File: src/design/gwt_pkg.sv
// ----------------------------------------------------------------------------
// gwt_pkg: shared types and constants of the G-code word tokenizer
// Character codes, result kinds, parser phases and the result item layout.
// ----------------------------------------------------------------------------
package gwt_pkg;

	// character codes
	localparam logic [7:0] CH_NUL   = 8'h00;
	localparam logic [7:0] CH_LF    = 8'h0A;
	localparam logic [7:0] CH_CR    = 8'h0D;
	localparam logic [7:0] CH_SPACE = 8'h20;
	localparam logic [7:0] CH_PLUS  = 8'h2B;
	localparam logic [7:0] CH_MINUS = 8'h2D;
	localparam logic [7:0] CH_DOT   = 8'h2E;
	localparam logic [7:0] CH_0     = 8'h30;
	localparam logic [7:0] CH_9     = 8'h39;
	localparam logic [7:0] CH_SEMI  = 8'h3B;
	localparam logic [7:0] CH_A     = 8'h41;
	localparam logic [7:0] CH_Z     = 8'h5A;

	typedef enum logic [1:0] {
		KIND_WORD     = 2'd0,
		KIND_EOL      = 2'd1,
		KIND_BADNUM   = 2'd2,
		KIND_NOLETTER = 2'd3
	} kind_t;

	typedef enum logic [1:0] {
		PH_BETWEEN = 2'd0,
		PH_LETTER  = 2'd1,
		PH_NUMBER  = 2'd2,
		PH_IGNORE  = 2'd3
	} phase_t;

	typedef struct packed {
		kind_t       kind;
		logic [4:0]  letter_index;
		logic [30:0] mantissa;
		logic [3:0]  frac_digits;
		logic        overflowed;
		logic        last;
	} res_t;

	// up to two results pushed per accepted byte
	typedef struct packed {
		logic [1:0] vld;
		res_t       r0;
		res_t       r1;
	} push_t;

	// 10^n - 1, elaboration only
	function automatic logic [63:0] pow10m1(input int n);
		logic [63:0] v;
		v = 64'd1;
		for (int i = 0; i < n; i++) begin
			v = v * 64'd10;
		end
		return v - 64'd1;
	endfunction

endpackage

File: src/design/gcode_word_tokenizer_unit.sv
// ----------------------------------------------------------------------------
// gcode_word_tokenizer_unit: G-code line tokenizer
// Splits a byte stream of G-code lines into letter/number words.
// ----------------------------------------------------------------------------
// Usage:
//  - Slave channel (s_*): one byte of the line per item; a 0 byte ends the line.
//  - Master channel (m_*): one result item per word, end of line or error.
//    tuser carries the kind, tlast flags the final result of a byte.
//  - A byte gives zero, one or two results (a word closed by the byte that
//    also ends the line or is itself a stray non-letter).
//  - Each result is written into the result queue and presented from its head.
//  - Throughput: one byte per cycle while the queue has room; the master side
//    drains one result per cycle while m_tready is high, so a two-result byte
//    is handed out as two items. The rate is set by the four-entry result
//    queue, which takes a byte whenever two slots are free.
//  - Receiver stall: results wait in the queue while bytes keep flowing until
//    it holds three results, then s_tready drops.
//  - Reset (arst_n low): parser returns to "between words", number state
//    clears, the result queue empties.
// ----------------------------------------------------------------------------
module gcode_word_tokenizer_unit #(
	parameter int MAX_DIGITS = 9
) (
	input  logic        clk,
	input  logic        arst_n,
	input  logic        s_tvalid,
	output logic        s_tready,
	input  logic [7:0]  s_tdata,   // [7:0] char_code
	output logic        m_tvalid,
	input  logic        m_tready,
	output logic [47:0] m_tdata,   // [4:0] letter_index, [35:5] mantissa,
	                               // [39:36] frac_digits, [40] overflowed, zero pad
	output logic [1:0]  m_tuser,   // [1:0] kind
	output logic        m_tlast    // last result of the byte
);

	gwt_pkg::push_t push;
	gwt_pkg::res_t  head;
	logic           accept;

	assign accept = s_tvalid && s_tready;

	// parse state and per-byte result generation
	gwt_core #(
		.MAX_DIGITS(MAX_DIGITS)
	) u_core (
		.clk      (clk),
		.arst_n   (arst_n),
		.accept   (accept),
		.char_code(s_tdata),
		.push     (push)
	);

	// result queue decouples the byte side from the result side
	gwt_res_fifo u_fifo (
		.clk      (clk),
		.arst_n   (arst_n),
		.push     (push),
		.room     (s_tready),
		.out_valid(m_tvalid),
		.out_ready(m_tready),
		.out_res  (head)
	);

	assign m_tdata = {7'd0, head.overflowed, head.frac_digits, head.mantissa,
		head.letter_index};
	assign m_tuser = head.kind;
	assign m_tlast = head.last;

endmodule

File: src/design/gwt_core.sv
// ----------------------------------------------------------------------------
// gwt_core: per-byte tokenizer state and result generation
// Holds the parse state; one accepted byte gives zero, one or two results.
// ----------------------------------------------------------------------------
module gwt_core #(
	parameter int MAX_DIGITS = 9
) (
	input  logic           clk,
	input  logic           arst_n,
	input  logic           accept,
	input  logic [7:0]     char_code,
	output gwt_pkg::push_t push
);

	localparam logic [63:0] LIM64  = gwt_pkg::pow10m1(MAX_DIGITS);
	localparam int          ACC_W  = $clog2(LIM64 + 64'd1);
	localparam int          FRAC_W = $clog2(MAX_DIGITS + 1);
	localparam logic [ACC_W-1:0]   LIM_ACC = LIM64[ACC_W-1:0];
	localparam logic [ACC_W+3:0]   LIM_P   = LIM64[ACC_W+3:0];
	localparam logic [FRAC_W-1:0]  FRAC_MAX = FRAC_W'(MAX_DIGITS);

	gwt_pkg::phase_t   phase_q, phase_d;
	logic [4:0]        letter_q, letter_d;
	logic [ACC_W-1:0]  acc_q, acc_d;
	logic [FRAC_W-1:0] frac_q, frac_d;
	logic              point_q, point_d;
	logic              minus_q, minus_d;
	logic              plus_q, plus_d;
	logic              skip_q, skip_d;
	logic              sat_q, sat_d;

	logic [ACC_W+3:0]  prod;
	logic              fits;
	logic              is_digit, is_letter, is_eol_ch;
	logic [7:0]        letter_off;
	logic [ACC_W+30:0] acc_wide, mant_wide;
	logic [FRAC_W+3:0] frac_wide;
	gwt_pkg::res_t     word_res, bw_res;
	logic              do_bw, bw_emit, word_first, end_num;

	// acc*10 + digit
	assign prod = {acc_q, 3'b000} + {1'b0, acc_q, 1'b0} + {{ACC_W{1'b0}}, char_code[3:0]};
	assign fits = !sat_q && (prod <= LIM_P);

	assign is_digit   = (char_code >= gwt_pkg::CH_0) && (char_code <= gwt_pkg::CH_9);
	assign is_letter  = (char_code >= gwt_pkg::CH_A) && (char_code <= gwt_pkg::CH_Z);
	assign is_eol_ch  = (char_code == gwt_pkg::CH_SEMI) || (char_code == gwt_pkg::CH_CR) ||
		(char_code == gwt_pkg::CH_LF);
	assign letter_off = char_code - gwt_pkg::CH_A;

	assign acc_wide  = {31'd0, acc_q};
	assign mant_wide = minus_q ? (~acc_wide + 1'b1) : acc_wide;
	assign frac_wide = {4'd0, frac_q};

	always_comb begin
		word_res              = '0;
		word_res.kind         = gwt_pkg::KIND_WORD;
		word_res.letter_index = letter_q;
		word_res.mantissa     = mant_wide[30:0];
		word_res.frac_digits  = frac_wide[3:0];
		word_res.overflowed   = sat_q;
	end

	always_comb begin
		phase_d    = phase_q;
		letter_d   = letter_q;
		acc_d      = acc_q;
		frac_d     = frac_q;
		point_d    = point_q;
		minus_d    = minus_q;
		plus_d     = plus_q;
		skip_d     = skip_q;
		sat_d      = sat_q;
		push       = '0;
		do_bw      = 1'b0;
		bw_emit    = 1'b0;
		bw_res     = '0;
		word_first = 1'b0;
		end_num    = 1'b0;

		case (phase_q)
			gwt_pkg::PH_BETWEEN: begin
				if (char_code == gwt_pkg::CH_NUL) begin
					push.vld[0]  = 1'b1;
					push.r0      = '0;
					push.r0.kind = gwt_pkg::KIND_EOL;
				end else begin
					do_bw = 1'b1;
				end
			end
			gwt_pkg::PH_LETTER, gwt_pkg::PH_NUMBER: begin
				if (char_code == gwt_pkg::CH_NUL) begin
					phase_d = gwt_pkg::PH_BETWEEN;
					push.r0 = '0;
					if (phase_q == gwt_pkg::PH_LETTER) begin
						push.vld[0]  = 1'b1;
						push.r0.kind = gwt_pkg::KIND_BADNUM;
					end else begin
						push.vld     = 2'b11;
						push.r0      = word_res;
						push.r1      = '0;
						push.r1.kind = gwt_pkg::KIND_EOL;
					end
				end else begin
					phase_d = gwt_pkg::PH_NUMBER;
					if (char_code == gwt_pkg::CH_PLUS) begin
						if (skip_q && !plus_q) begin
							plus_d = 1'b1;
							skip_d = 1'b0;
						end else begin
							end_num = 1'b1;
						end
					end else if (char_code == gwt_pkg::CH_MINUS && skip_q && !minus_q) begin
						minus_d = 1'b1;
						skip_d  = 1'b0;
					end else if (char_code == gwt_pkg::CH_DOT) begin
						if (point_q) begin
							end_num = 1'b1;
						end else begin
							point_d = 1'b1;
						end
					end else if (is_digit) begin
						skip_d = 1'b0;
						if (!point_q) begin
							if (fits) begin
								acc_d = prod[ACC_W-1:0];
							end else begin
								acc_d = LIM_ACC;
								sat_d = 1'b1;
							end
						end else if (fits && (frac_q < FRAC_MAX)) begin
							acc_d  = prod[ACC_W-1:0];
							frac_d = frac_q + 1'b1;
						end
					end else begin
						end_num = !skip_q;
					end
					if (end_num) begin
						// ending byte: emit word, then reparse byte as word start
						word_first = 1'b1;
						phase_d    = gwt_pkg::PH_BETWEEN;
						acc_d      = acc_q;
						do_bw      = 1'b1;
					end
				end
			end
			default: begin
				if (char_code == gwt_pkg::CH_NUL) begin
					phase_d = gwt_pkg::PH_BETWEEN;
				end
			end
		endcase

		// byte where a word is expected (never NUL here)
		if (do_bw) begin
			if (char_code == gwt_pkg::CH_SPACE) begin
				bw_emit = 1'b0;
			end else if (is_eol_ch) begin
				bw_emit     = 1'b1;
				bw_res.kind = gwt_pkg::KIND_EOL;
				phase_d     = gwt_pkg::PH_IGNORE;
			end else if (is_letter) begin
				letter_d = letter_off[4:0];
				acc_d    = '0;
				frac_d   = '0;
				point_d  = 1'b0;
				minus_d  = 1'b0;
				plus_d   = 1'b0;
				skip_d   = 1'b1;
				sat_d    = 1'b0;
				phase_d  = gwt_pkg::PH_LETTER;
			end else begin
				bw_emit     = 1'b1;
				bw_res.kind = gwt_pkg::KIND_NOLETTER;
				phase_d     = gwt_pkg::PH_IGNORE;
			end
			if (word_first) begin
				push.vld[0] = 1'b1;
				push.r0     = word_res;
				push.vld[1] = bw_emit;
				push.r1     = bw_res;
			end else begin
				push.vld[0] = bw_emit;
				push.r0     = bw_res;
			end
		end

		// mark the final result of this byte
		if (push.vld[1]) begin
			push.r1.last = 1'b1;
		end else if (push.vld[0]) begin
			push.r0.last = 1'b1;
		end

		if (!accept) begin
			push.vld = 2'b00;
		end
	end

	always_ff @(posedge clk or negedge arst_n) begin
		if (!arst_n) begin
			phase_q  <= gwt_pkg::PH_BETWEEN;
			letter_q <= '0;
			acc_q    <= '0;
			frac_q   <= '0;
			point_q  <= 1'b0;
			minus_q  <= 1'b0;
			plus_q   <= 1'b0;
			skip_q   <= 1'b1;
			sat_q    <= 1'b0;
		end else if (accept) begin
			phase_q  <= phase_d;
			letter_q <= letter_d;
			acc_q    <= acc_d;
			frac_q   <= frac_d;
			point_q  <= point_d;
			minus_q  <= minus_d;
			plus_q   <= plus_d;
			skip_q   <= skip_d;
			sat_q    <= sat_d;
		end
	end

endmodule

File: src/design/gwt_res_fifo.sv
// ----------------------------------------------------------------------------
// gwt_res_fifo: four-entry result queue
// Takes up to two results per cycle, hands out one per cycle while out_ready is high.
// ----------------------------------------------------------------------------
module gwt_res_fifo (
	input  logic           clk,
	input  logic           arst_n,
	input  gwt_pkg::push_t push,
	output logic           room,
	output logic           out_valid,
	input  logic           out_ready,
	output gwt_pkg::res_t  out_res
);

	gwt_pkg::res_t mem_q [4];
	logic [1:0]    wr_ptr_q, rd_ptr_q, wr_ptr_p1;
	logic [2:0]    count_q;
	logic          pop;
	logic [1:0]    n_push;

	assign wr_ptr_p1 = wr_ptr_q + 2'd1;
	assign pop       = out_valid && out_ready;
	assign n_push    = {1'b0, push.vld[0]} + {1'b0, push.vld[1]};
	assign out_valid = (count_q != 3'd0);
	assign out_res   = mem_q[rd_ptr_q];
	// two free slots needed for a worst-case byte
	assign room      = (count_q <= 3'd2);

	always_ff @(posedge clk) begin
		if (push.vld[0]) begin
			mem_q[wr_ptr_q] <= push.r0;
		end
		if (push.vld[1]) begin
			mem_q[wr_ptr_p1] <= push.r1;
		end
	end

	always_ff @(posedge clk or negedge arst_n) begin
		if (!arst_n) begin
			wr_ptr_q <= '0;
			rd_ptr_q <= '0;
			count_q  <= '0;
		end else begin
			wr_ptr_q <= wr_ptr_q + n_push;
			if (pop) begin
				rd_ptr_q <= rd_ptr_q + 2'd1;
			end
			count_q <= count_q + {1'b0, n_push} - {2'b00, pop};
		end
	end

endmodule
File: config.mk
export PLATFORM = sky130hd
export DESIGN_NAME = gcode_word_tokenizer_unit
export DESIGN_NICKNAME = d
export VERILOG_FILES = /design/src/design/gwt_pkg.sv /design/src/design/gcode_word_tokenizer_unit.sv /design/src/design/gwt_core.sv /design/src/design/gwt_res_fifo.sv
export SDC_FILE = /design/constraint.sdc
export NUM_CORES = 1
export LEC_CHECK = 0
export CORE_MARGIN = 2
export CORE_UTILIZATION = 55
export DETAILED_ROUTE_END_ITERATION = 10
export DONT_BUFFER_PORTS = 1
export GPL_TIMING_DRIVEN = 0
export PLACE_DENSITY = 0.73
export REMOVE_ABC_BUFFERS = 1
export SLEW_MARGIN = 0
export SYNTH_ARGS = -nofsm -noshare
export SYNTH_HDL_FRONTEND = slang
export SYNTH_SLANG_ARGS = --single-unit
File: constraint.sdc
create_clock -name clk -period 4.1 [get_ports clk]
set_input_delay 0.205 -clock clk [delete_from_list [all_inputs] [get_ports clk]]
set_output_delay 0.205 -clock clk [all_outputs]
set_load 0.02 [all_outputs]
==> flow_summary.json <==
{
  "failed_checks": "negative setup slack",
  "finalHoldViolCount": 0,
  "overflow": 0,
  "die_height_um": 159.2,
  "setup-tns-final_ps": -23.81,
  "cpLargestDelayFamily": "compound AO/OA/AOI/OAI gates",
  "clock_latency_ps": 520,
  "ys_ff_latch": 229,
  "max-cap-violations": 0,
  "slew_viol_final": 0,
  "clk_path_buf_depth": 3,
  "required_ps": 4510,
  "regArea_um2": 4992,
  "p_leak_nw": 6.346,
  "yosysWarnings": 0,
  "final_core_util_pct": 65.97,
  "critical_path_arrival_ps": 4530,
  "dr.pass1.iters": 5,
  "vias": 11889,
  "synth_top_area_cell": "dfxtp_1",
  "synth_edf_count": 12,
  "critPathKind": "flop to flop",
  "antenna_cells": 0,
  "routedWlPerCell_um": 19.95,
  "grt_pass1_wl_mm": 61.06,
  "syn_area_per_cell_um2": 8.424,
  "core_area_um2": 23540,
  "cts_max_level": 1,
  "final_common_cell": "nand2_1",
  "synth_top_family_by_area": "simple AND/OR/NAND/NOR gates",
  "tritoncts": "done",
  "netlist_instances": 1573,
  "die_x_um": 159.2,
  "grt_max_degree": 54,
  "routed_wl_mm": 38.10,
  "place.gp.congestion": 0.9193,
  "multi_input_area_um2": 8333,
  "via_per_inst": 6.225,
  "drcViolationCount": 0,
  "netlist_area_um2": 13250,
  "setup_slack_ps": -23.81,
  "irDropWorstVdd_uv": 357.2,
  "die_area_um2": 25350,
  "crit_slowest_cell": "fa_2",
  "slew_headroom_pct": 13.34,
  "port-buffer-count": 0,
  "skew_ps": 13.65,
  "final_cell_mix": "nand2_1 (292), a21oi_1 (211), nor2_1 (200)",
  "worst_slew_pin_slew_ps": 1300,
  "cts_root_buffer": "clkbuf_16",
  "rows": 56,
  "ys_types": 83,
  "netlist.area_leader.share_pct": 24.78,
  "path_common_cell": "buf_6",
  "syn_to_final_growth_pct": 17.20,
  "cts.clk_slew.worst_paths_ps": 70,
  "fill_cells": 1931,
  "final-setup-viol-count": 1,
  "dp_hpwl_mm": 25.05,
  "max_freq_mhz": 242.5,
  "synthAdderAreaFrac_pct": 7.440,
  "synth_xor_area_share_pct": 3.701,
  "worstHoldPathType": "input pin to flop",
  "grt_pass1_vias": 11621,
  "async_flop_share_pct": 23.14,
  "drtAntennaViolNets": 0,
  "cp_cell_sequence": "inv_4 -> fa_2 -> fa_2 -> nand2b_4 -> a21o_4 -> a221o_1 -> a211oi_2 -> o21ai_2 -> a311oi_4 -> o2111ai_2 -> a21oi_4 -> buf_6 -> o41ai_4 -> buf_6 -> buf_6 -> a221o_1",
  "crit_buf_inv": 4,
  "synthMuxAreaShare_pct": 7.705,
  "ioPinCount": 65,
  "antenna_found_initial": 0,
  "nNetsFinal": 1663,
  "rsz0062_at_grt": "true",
  "period_share_pct": 100.6,
  "crit_fanout": 6,
  "yosys-top-cells-area": "dfxtp_1 (25%), dfrtp_1 (9.8%), a21oi_1 (8.3%)",
  "clock-sinks": 229,
  "crit_path_start_kind": "flop",
  "ys.flop_type": "dfxtp_1",
  "drive_gt1_share_pct": 16.34,
  "initial_utilization_pct": 56.29,
  "grt_usage_pct": 29.26,
  "status": "complete, but fails checks",
  "synth-compound-area-share_pct": 19.29,
  "crit_path_end_kind": "flop",
  "yosys.area_share.simple_pct": 20.07,
  "max_stage_delay_ps": 470,
  "numCtsBuffers": 24,
  "layout_min_cycle_time_ps": 4124,
  "ys_seq_area_share_pct": 37.51,
  "drtIter0Drc": 1006,
  "power.density_nw_per_um2": 524.4
}
per-stage QoR:
stage | hold WS, ps | std cells | cell area, µm² | setup WS (ps) | total power [mW]
6_report | 26.91 | 1910 | 15530 | -23.81 | 8.144
5_1_grt | 45.03 | 1910 | 15530 | -224.0 | 8.534
4_1_cts | 12.77 | 1900 | 15190 | 0.6777 | 7.914
3_5_place_dp | -89.30 | 1815 | 13670 | -1452 | 5.394
3_3_place_gp | -89.16 | 1797 | 13230 | -1462 | 5.199
2_1_floorplan | -90.59 | 1478 | 12830 | -197.3 | 4.594
path summary, 6_finish.rpt:
path | to | slack, ps | depth (start not counted) | from
min in group asynchronous | u_core.letter_q[4] | 250 | 2 | arst_n
worst max register to register | u_core.acc_q[15] | -20 | 16 | u_core.acc_q[0]
worst min register to register | u_fifo.mem_q[2][21] | 450 | 2 | u_fifo.mem_q[2][21]
worst max-delay path | u_core.acc_q[15] | -20 | 16 | u_core.acc_q[0]
max in group asynchronous | u_core.skip_q | 3560 | 2 | arst_n
worst min-delay path | u_core.letter_q[1] | 30 | 3 | s_tdata[0]
final cells by class:
class	instances	area share, %
clock buffer	38	5.003
sequential	229	32.14
inverter	31	0.7814
timing repair buffer	68	5.663
clock inverter	5	0.1853
tap	319	2.570
multi-input combinational	1220	53.65
Yosys cell counts, types with 6 or more instances:
| cell | instances |
|---|---|
| a211oi_1 | 8 |
| a21o_1 | 18 |
| a21oi_1 | 221 |
| a221o_1 | 8 |
| a22o_1 | 9 |
| a31oi_1 | 8 |
| and2_1 | 9 |
| and3_1 | 6 |
| buf_1 | 8 |
| buf_2 | 18 |
| buf_4 | 8 |
| clkbuf_1 | 65 |
| dfrtp_1 | 52 |
| dfxtp_1 | 164 |
| edfxtp_1 | 12 |
| ha_1 | 74 |
| inv_1 | 30 |
| mux4_2 | 44 |
| nand2_1 | 294 |
| nand2b_1 | 12 |
| nand3_1 | 19 |
| nand4_1 | 7 |
| nor2_1 | 202 |
| nor3_1 | 21 |
| nor4_1 | 7 |
| o21a_1 | 6 |
| o21ai_0 | 32 |
| o21ai_1 | 16 |
| o21bai_1 | 8 |
| o31ai_1 | 12 |
| or3_1 | 14 |
| xnor2_1 | 23 |
| xor2_1 | 33 |
report_power, final:
part           switching (mW)  leakage, nW  internal (mW)  total, mW
Clock                   0.911        0.402           1.30       2.21
Sequential              0.334         2.11           2.45       2.78
Combinational            1.86         3.83           1.29       3.15
worst reg2reg max path, cell delays in order (launching register included):
cell,delay [ps]
dfrtp_2,440
inv_4,90
fa_2,470
fa_2,370
nand2b_4,170
a21o_4,230
a221o_1,330
a211oi_2,240
o21ai_2,110
a311oi_4,300
o2111ai_2,180
a21oi_4,230
buf_6,130
o41ai_4,80
buf_6,190
buf_6,140
a221o_1,310
flip-flops by register name, indices dropped and copies added (netlist names):
signal and cells:
u_core.acc_q 30, u_core.frac_q 4, u_core.letter_q 5, u_core.minus_q 1
u_core.phase_q 2, u_core.plus_q 1, u_core.point_q 1, u_core.sat_q 1
u_core.skip_q 1, u_fifo.count_q 3, u_fifo.mem_q 176, u_fifo.rd_ptr_q 2
u_fifo.wr_ptr_q 2
kinds of logic (layout without fill, tap and decap cells):
family                   count (synthesis)  in the layout
XOR/XNOR                                56             56
flip-flops                             229            229
other                                    1              7
AO/OA/AOI/OAI                          409            410
adder cells (fa/ha/maj)                 77             77
buffers and inverters                  132            142
AND/OR/NAND/NOR                        622            623
multiplexers                            47             47
metal layers:
layer	vias to the layer above	global-route usage [%]	part of all wire (%)
li1	5546	-	-
met1	5780	38.99	42
met2	470	49.82	49
met3	93	3.647	6.7
met4	0	9.380	2.7
met5	-	0	0
timing repair:
item,CTS,global route
hold endpoints to repair,63,0
setup endpoints to repair,35,80
setup buffers,30,10
pin swaps,31,21
resized for setup,64,61
hold buffers,11,0
cloned,1,1
No activity file was read; power rests on OpenSTA's default activity.
